$ cat src/ial_pkg.sv
`default_nettype none

package ial_pkg;

    localparam int CAPACITY     = 16;
    localparam int ELEMENT_BITS = 32;
    localparam int POS_W        = 4;
    localparam int COUNT_W      = 5;

    typedef enum logic [1:0] {
        OP_READ   = 2'd0,
        OP_INSERT = 2'd1,
        OP_DELETE = 2'd2,
        OP_CLEAR  = 2'd3
    } opcode_t;

    typedef enum logic [1:0] {
        ST_DONE  = 2'd0,
        ST_FULL  = 2'd1,
        ST_RANGE = 2'd2
    } status_t;

    typedef struct packed {
        opcode_t                 opcode;
        logic [POS_W-1:0]        position;
        logic [ELEMENT_BITS-1:0] element_value;
    } in_t;

    typedef struct packed {
        status_t                 status;
        logic [ELEMENT_BITS-1:0] data_out;
        logic [COUNT_W-1:0]      fill_level;
        logic                    is_empty;
    } out_t;

    // controller to datapath
    typedef struct packed {
        logic    capture;
        logic    insert;
        logic    remove;
        logic    clear;
        logic    take_data;
        status_t status;
    } cmd_t;

    // datapath to controller
    typedef struct packed {
        logic [COUNT_W-1:0] count;
    } dp_stat_t;

endpackage

`default_nettype wire

$ cat src/ial_ctrl.sv
`default_nettype none

module ial_ctrl (
    input  wire logic             aclk,
    input  wire logic             aresetn,
    input  wire logic             s_valid,
    output logic                  s_ready,
    input  wire ial_pkg::opcode_t opcode,
    input  wire logic [ial_pkg::POS_W-1:0] position,
    output logic                  m_valid,
    input  wire logic             m_ready,
    input  wire ial_pkg::dp_stat_t dp_stat,
    output ial_pkg::cmd_t         cmd
);

    typedef enum logic {
        S_EMPTY,
        S_HOLD
    } state_t;

    state_t state_reg;
    state_t state_next;
    logic   accept;
    logic   in_range;
    logic   ins_range;
    logic   full;

    assign s_ready = (state_reg == S_EMPTY) || m_ready;
    assign m_valid = (state_reg == S_HOLD);
    assign accept  = s_valid && s_ready;

    assign in_range  = {1'b0, position} < dp_stat.count;
    assign ins_range = {1'b0, position} <= dp_stat.count;
    assign full      = dp_stat.count == ial_pkg::COUNT_W'(ial_pkg::CAPACITY);

    always_comb begin
        cmd         = '0;
        cmd.capture = accept;
        cmd.status  = ial_pkg::ST_DONE;
        unique case (opcode)
            ial_pkg::OP_READ: begin
                if (in_range) begin
                    cmd.take_data = 1'b1;
                end else begin
                    cmd.status = ial_pkg::ST_RANGE;
                end
            end
            ial_pkg::OP_INSERT: begin
                if (full) begin
                    cmd.status = ial_pkg::ST_FULL;
                end else if (!ins_range) begin
                    cmd.status = ial_pkg::ST_RANGE;
                end else begin
                    cmd.insert = accept;
                end
            end
            ial_pkg::OP_DELETE: begin
                if (in_range) begin
                    cmd.take_data = 1'b1;
                    cmd.remove    = accept;
                end else begin
                    cmd.status = ial_pkg::ST_RANGE;
                end
            end
            ial_pkg::OP_CLEAR: begin
                cmd.clear = accept;
            end
            default: cmd.status = ial_pkg::ST_DONE;
        endcase
    end

    always_comb begin
        state_next = state_reg;
        if (accept) begin
            state_next = S_HOLD;
        end else if (m_ready) begin
            state_next = S_EMPTY;
        end
    end

    always_ff @(posedge aclk) begin
        if (!aresetn) begin
            state_reg <= S_EMPTY;
        end else begin
            state_reg <= state_next;
        end
    end

endmodule

`default_nettype wire

$ cat src/ial_datapath.sv
`default_nettype none

module ial_datapath (
    input  wire logic           aclk,
    input  wire logic           aresetn,
    input  wire ial_pkg::in_t   in_item,
    input  wire ial_pkg::cmd_t  cmd,
    output ial_pkg::dp_stat_t   dp_stat,
    output ial_pkg::out_t       result
);

    logic [ial_pkg::ELEMENT_BITS-1:0] cells_reg [ial_pkg::CAPACITY];
    logic [ial_pkg::COUNT_W-1:0]      count_reg;
    logic [ial_pkg::COUNT_W-1:0]      count_next;
    ial_pkg::out_t                    result_reg;
    ial_pkg::out_t                    result_next;

    assign dp_stat.count = count_reg;
    assign result        = result_reg;

    always_comb begin
        count_next = count_reg;
        if (cmd.clear) begin
            count_next = '0;
        end else if (cmd.insert) begin
            count_next = count_reg + ial_pkg::COUNT_W'(1);
        end else if (cmd.remove) begin
            count_next = count_reg - ial_pkg::COUNT_W'(1);
        end
    end

    always_comb begin
        result_next.status     = cmd.status;
        result_next.data_out   = cmd.take_data ? cells_reg[in_item.position] : '0;
        result_next.fill_level = count_next;
        result_next.is_empty   = (count_next == '0);
    end

    // each cell shifts or holds on its own compare against the position
    always_ff @(posedge aclk) begin
        for (int i = 0; i < ial_pkg::CAPACITY; i++) begin
            if (cmd.insert) begin
                if (ial_pkg::POS_W'(i) == in_item.position) begin
                    cells_reg[i] <= in_item.element_value;
                end else if (i > 0 && ial_pkg::POS_W'(i) > in_item.position) begin
                    cells_reg[i] <= cells_reg[(i > 0) ? i - 1 : 0];
                end
            end else if (cmd.remove) begin
                if (i < ial_pkg::CAPACITY - 1 && ial_pkg::POS_W'(i) >= in_item.position) begin
                    cells_reg[i] <= cells_reg[(i < ial_pkg::CAPACITY - 1) ? i + 1 : i];
                end
            end
        end
    end

    always_ff @(posedge aclk) begin
        if (!aresetn) begin
            count_reg <= '0;
        end else begin
            count_reg <= count_next;
        end
    end

    always_ff @(posedge aclk) begin
        if (cmd.capture) begin
            result_reg <= result_next;
        end
    end

endmodule

`default_nettype wire

$ cat src/indexed_array_list_core.sv
`default_nettype none

// Ordered list of up to 16 words with read, insert, delete and clear at a
// list index. Every operation completes in the cycle its input transfer is
// taken: all cells shift or hold at once, each on its own position compare,
// so one operation is accepted per cycle while the result channel
// keeps up. A single output register holds each result; s_ready drops only
// while that register is full and m_ready is low. Rejected operations leave
// the list unchanged and report full or out of range in the status field.
module indexed_array_list_core (
    input  wire logic          aclk,
    input  wire logic          aresetn,
    input  wire logic          s_valid,
    output logic               s_ready,
    input  wire ial_pkg::in_t  s_payload,
    output logic               m_valid,
    input  wire logic          m_ready,
    output ial_pkg::out_t      m_payload
);

    ial_pkg::cmd_t     cmd;
    ial_pkg::dp_stat_t dp_stat;

    ial_ctrl u_ctrl (
        .aclk     (aclk),
        .aresetn  (aresetn),
        .s_valid  (s_valid),
        .s_ready  (s_ready),
        .opcode   (s_payload.opcode),
        .position (s_payload.position),
        .m_valid  (m_valid),
        .m_ready  (m_ready),
        .dp_stat  (dp_stat),
        .cmd      (cmd)
    );

    ial_datapath u_datapath (
        .aclk     (aclk),
        .aresetn  (aresetn),
        .in_item  (s_payload),
        .cmd      (cmd),
        .dp_stat  (dp_stat),
        .result   (m_payload)
    );

endmodule

`default_nettype wire

$ cat config.mk
export PLATFORM = sky130hd
export DESIGN_NAME = indexed_array_list_core
export DESIGN_NICKNAME = d
export VERILOG_FILES = /design/src/ial_pkg.sv /design/src/ial_ctrl.sv /design/src/ial_datapath.sv /design/src/indexed_array_list_core.sv
export SDC_FILE = /design/constraint.sdc
export NUM_CORES = 1
export LEC_CHECK = 0
export CORE_MARGIN = 8
export CORE_UTILIZATION = 55
export DETAILED_ROUTE_END_ITERATION = 12
export DONT_BUFFER_PORTS = 1
export PLACE_DENSITY = 0.73
export SYNTH_ARGS = -nofsm -noshare
export SYNTH_HDL_FRONTEND = slang
export SYNTH_SLANG_ARGS = --single-unit
export TNS_END_PERCENT = 5
$ cat constraint.sdc
create_clock -name aclk -period 7.8 [get_ports aclk]
set_clock_uncertainty 0.05 [all_clocks]
set_input_delay 2.34 -clock aclk [delete_from_list [all_inputs] [get_ports aclk]]
set_output_delay 2.34 -clock aclk [all_outputs]
set_load 0.02 [all_outputs]
Word level (Yosys, flattened, before mapping)
Memory sizes are Yosys's and may differ from the RTL's. A register that Yosys moved wholly into a read port is not among the register bits.
Cells that the tools add are included.
{"block": "word_totals", "in_bits": 42, "output_inout_bits": 42, "word_cells": 313, "ram_bits": 512, "memories": 1, "register_bits": 14}
{"memory": "u_datapath.cells_reg", "depth": 16, "width": 32, "rd": 17, "rd_clocked_by_memory_dff": 1, "write_ports": 16, "line_no": "ial_datapath.sv:12", "source": "logic [ial_pkg::ELEMENT_BITS-1:0] cells_reg [ial_pkg::CAPACITY];"}
{"block": "op_classes", "n_mux": 215, "reduce_logical": 8, "magnitude_cmp": 32, "bitwise_logic": 31, "n_eq_ne": 19, "n_addsub": 2}
{"cell": "$mux W32", "count": 30}
{"cell": "$mux W1", "count": 178}
{"cell": "$eq A4 B4 Y1 const A", "count": 8}
{"cell": "$gt A4 B4 Y1 const A", "count": 8}
{"cell": "$or A1 B1 Y1", "count": 30}
{"cell": "$ge A4 B4 Y1 const A", "count": 7}
{"cell": "$eq A3 B4 Y1 const A", "count": 4}
{"cell": "$ge A3 B4 Y1 const A", "count": 4}
{"cell": "$gt A3 B4 Y1 const A", "count": 4}
{"cell": "$mux W5", "count": 3}
{"cell": "$eq A2 B4 Y1 const A", "count": 2}
{"cell": "$ge A1 B4 Y1 const A", "count": 2}
{"cell": "$ge A2 B4 Y1 const A", "count": 2}
{"cell": "$gt A2 B4 Y1 const A", "count": 2}
{"cell": "$mux W2", "count": 3}
{"cell": "$add A5 B1 Y5 const B", "count": 1}
{"cell": "$eq A5 B5 Y1 const B", "count": 1}
{"cell": "$le A4 B5 Y1", "count": 1}
{"cell": "$logic_not A5 Y1", "count": 1}
{"cell": "$lt A4 B5 Y1", "count": 1}
{"cell": "$sub A5 B1 Y5 const B", "count": 1}
{"cell": "$eq A1 B4 Y1 const A", "count": 1}
{"cell": "$eq A2 B2 Y1 const B", "count": 2}
{"cell": "$gt A1 B4 Y1 const A", "count": 1}
{"cell": "other kinds (10)", "count": 10}

Depth between registers and ports, before layout
{"block": "depth", "depth_word": 10, "mapped_depth": 16}

Hierarchy
Synthesis repeated with hierarchy kept, for this count alone.
{"block": "unflattened", "hier_cells": 2580, "hier_area_um2": 31401.4}
{"module": "ial_datapath", "cells_each": 2549, "area_per_inst_um2": 31173.6, "instances": 1, "seq_area_each_um2": 16676.0}
{"module": "ial_ctrl", "cells_each": 31, "area_per_inst_um2": 227.7, "instances": 1, "seq_area_each_um2": 20.0}

Worst setup path after synthesis
OpenSTA, ideal clock, no wires.
{"block": "synth_timing", "path_type": "input to register", "from": "input s_payload[32] in the netlist's numbering", "to": "memory u_datapath.cells_reg[0][0] in the netlist's numbering, enable pin", "slack_ns": -0.008, "stages": 12, "arrival_time_ns": 7.366, "path_cell_list": "buf_2 buf_2 buf_2 buf_2 inv_1 ha_1 nor2b_1 o311a_1 nor2_2 a21oi_2 nor3_1 and2_1"}
{"element": "start: declaration", "line_no": "indexed_array_list_core.sv:15", "source": "input wire ial_pkg::in_t s_payload,"}
{"element": "end: declaration", "line_no": "ial_datapath.sv:12"}

==> run_results.csv <==
group,metric,value,unit
run_status,outcome,"finished clean",
global_routing,grt_pass1_wl,141.1,mm
global_routing,first_global_vias,21790,
final_layout,area_delta_synth_final,8.038,%
clock_network,cts_buffers,59,
route,viasPerCell,6.894,
timing,slew_headroom,17.01,%
route,wl_met1,37.51,mm
route,via_count,22540,
critical_path,worstPathArrival,5.71,ns
critical_path,cp_num_buf_inv,1,
synth,ys_types,49,
timing,post-route-period-util,69.52,%
synth,synthArstFlopShare,0,%
timing,setup_viol,0,
critical_path,startpoint,"s_payload[33]",
route,drc,0,
die,rows,87,
route,first_pass_iters,7,
clock_network,cts_tree,"done",
critical_path,crit_chain,"ha_1, nor2b_1, o311a_1, o21a_1, nor2_4, nand2_2, buf_4, mux2i_1, a21oi_1",
synth,ys_dominant_reg_cell,"edfxtp_1",
synth,yosysSeqAreaShare,53.34,%
global_routing,gr-total-overflow,0,
die,coreArea,56390,um^2
power,power_frac_seq,50.5,%
min_path,min_path_type,"reg -> reg",
critical_path,r2r_setup_slack,3.62,ns
power,combPwrFrac,7.9,%
timing,finalHoldViolCount,0,
timing,setup_tns,0,ns
clock_network,cts_sinks,558,
timing,tightestPinTransition,1.242,ns
power,ir_drop,0.0001649,V
critical_path,start_kind,"input pin",
power,swShare,22.91,%
route,wirelength,95.31,mm
die,die_h,254.6,um
route,wl_met3,12.34,mm
final_layout,fillCellCount,4442,
final_layout,largest_reg_flops,512,
power,power.density,203.1,nW/um^2
clock_network,cts_root_buf,"clkbuf_16",
timing,max_freq,0.1844,GHz
clock_network,cts.reportedPaths.clkPinSlew,0.06,ns
global_routing,antenna_found_initial,4,
synth,yosysWarnings,0,
global_routing,grt_max_degree,141,
critical_path,crit_required,8.09,ns
synth,ys_seq_elements,558,
die,start_util,55.51,%
power,power.total,6869,uW
final_layout,antenna_cells,0,
synth,syn-cell-area,31300,um^2
critical_path,path_class,"in -> reg",
timing,maxSlewViolCount,0,
critical_path,rr_endpoint,"u_datapath.cells_reg[10][3]$_DFFE_PP_",
route,drtIter0Drc,3321,
route,top_layer_used,"met4",
clock_network,clk_latency,0.63,ns
clock_network,cts_resized,0,
critical_path,end_kind,"register",
global_routing,groute.usage.overall,29.03,%
power,clkPwrFrac,41.6,%
clock_network,cts_buffer_depth,3,
clock_network,htree_levels,2,
place,port_buffers,0,
timing,rsz0062_at_grt,"false",
critical_path,critPathMaxStageDelay,0.74,ns
synth,synth-edff-count,552,
critical_path,worst_r2r_path_depth,10,
timing,period_needed,5.423,ns
critical_path,cpLargestDelayFamily,"simple AND/OR/NAND/NOR gates",
final_layout,drive_gt1_share,14.25,%
synth,postSynthNetCount,2624,
critical_path,slowest_stage,"nor2_4",
place,dp_hpwl,55.73,mm
critical_path,crit-reg2reg-launch,"u_datapath.dp_stat[3]$_SDFF_PN0_",
critical_path,path_depth,9,
synth,syn_area_per_cell,12.15,um^2
route,detail_route.wl_per_cell,29.16,um
clock_network,cts_hold_buf,0,
power,power_switching,1574,uW
die,dieArea,64800,um^2
critical_path,worstSetupEndpoint,"u_datapath.cells_reg[14][18]$_DFFE_PP_",
job,maxCapViolCount,0,
clock_network,cts_setup_buffers,0,
power,p_int,5295,uW
final_layout,nets,2513,
power,p_leak,0.01350,uW
die,die_w,254.6,um
place,gp_congestion,0.8725,
route,ant_nets,0,
die,pin_count,84,
synth,synthCells,2576,
route,route.met2.wl,41.84,mm
critical_path,crit_fanout,140,
[how the worst min path moves through the flow]
stage | slack, ns | start | end | cells after the start
after detailed placement | 0.53 | u_datapath.cells_reg[8][16]$_DFFE_PP_ | u_datapath.cells_reg[7][16]$_DFFE_PP_ | 2
after floorplan | 0.49 | u_datapath.cells_reg[8][0]$_DFFE_PP_ | u_datapath.cells_reg[7][0]$_DFFE_PP_ | 2
after CTS | 0.54 | u_datapath.cells_reg[14][8]$_DFFE_PP_ | u_datapath.cells_reg[15][8]$_DFFE_PP_ | 1
after global routing | 0.56 | u_datapath.cells_reg[14][6]$_DFFE_PP_ | u_datapath.cells_reg[15][6]$_DFFE_PP_ | 1
final | 0.54 | u_datapath.cells_reg[14][15]$_DFFE_PP_ | u_datapath.cells_reg[15][15]$_DFFE_PP_ | 1
after global placement | 0.51 | u_datapath.cells_reg[14][17]$_DFFE_PP_ | u_datapath.cells_reg[15][17]$_DFFE_PP_ | 1
[cells in the mapped netlist (all sizes together), types with 2 or more instances]
cell type | number | area, um^2
edfxtp | 552 | 16580
nor2 | 426 | 1627
mux2i | 386 | 3864
a21oi | 358 | 1795
nand2 | 184 | 700.7
mux4 | 160 | 3603
clkbuf | 131 | 491.7
buf | 96 | 474.2
mux2 | 64 | 720.7
a31oi | 59 | 369.1
nor2b | 41 | 256.5
o21ai | 38 | 193.9
nand3 | 15 | 75.07
and2 | 9 | 56.30
inv | 8 | 30.03
a22oi | 6 | 45.04
dfxtp | 6 | 120.1
ha | 6 | 75.07
nor3 | 5 | 36.29
or2 | 4 | 25.03
a21o | 2 | 15.01
and3 | 2 | 12.51
nand4 | 2 | 12.51
o21a | 2 | 15.01
o22ai | 2 | 12.51
or3 | 2 | 12.51
[worst reg2reg max path: stages (launching register included)]
cell,delay (ns)
dfxtp_1,0.39
inv_1,0.10
ha_1,0.18
nor2b_1,0.17
or4_1,0.56
nor2_2,0.52
nand2_2,0.08
buf_4,0.42
a21o_2,0.34
nand2_2,0.73
buf_4,0.34
[layout by cell type, fill, tap and decap left out, types with 3 or more instances in the layout]
cell type / n
edfxtp_1: 552
nor2_1: 418
mux2i_1: 386
a21oi_1: 355
nand2_1: 164
mux4_2: 160
mux2_1: 62
clkbuf_16: 61
a31oi_1: 59
buf_4: 54
nor2b_1: 38
o21ai_1: 28
nand2_2: 20
clkinv_2: 16
nand3_1: 13
clkinv_1: 11
clkbuf_1: 9
inv_1: 7
nor2_4: 7
o21ai_0: 7
a22oi_1: 6
and2_1: 6
ha_1: 6
bufinv_16: 6
dfxtp_1: 6
and2_2: 3
nor2b_4: 3
clkinvlp_4: 3
[metal layers]
layer	GRT usage, %	vias up
met5	0	-
met4	10.82	0
met3	6.938	266
met2	43.40	1645
met1	41.23	11150
li1	-	9477
[logic make-up (layout without fill, tap and decap cells)]
group           count (synthesis)  count (layout)  share of synthesized area (%)
xor+xnor                        2               2                        0.05597
simple gates                  695             695                          9.126
mux                           610             610                          26.16
compound gates                470             470                          7.899
fa+ha+maj                       6               6                         0.2398
flops                         558             558                          53.34
buf+inv                       235             172                          3.182
[layout make-up]
class                      instances  area [um^2]  area share (%)
sequential                       558        16700           49.37
multi-input combinational       1783        13800           40.81
clock buffer                      72         1588           4.695
tap                              756        945.9           2.797
timing repair buffer              55        425.4           1.258
clock inverter                    37        332.8          0.9842
inverter                           8        30.03         0.08880
[power by group through the flow]
stage	Clock, uW	Combinational (uW)	Sequential, uW
final	2860	541	3470
after global routing	2980	577	3470
after CTS	2880	533	3470
after detailed placement	0	533	3530
after global placement	0	512	3530
after floorplan	0	445	3510
[through the flow]
step	area [um^2]	util, %	cells	worst slack, ns	hold WS (ns)
2_1_floorplan	31310	-	2576	0.03099	0.4897
3_3_place_gp	31900	56.57	3160	1.936	0.5125
3_5_place_dp	31900	56.57	3160	1.846	0.5267
4_1_cts	33820	59.97	3269	2.489	0.5420
5_1_grt	33820	59.97	3269	2.357	0.5604
6_report	33820	59.97	3269	2.377	0.5440
(Power assumes the default switching activity.)
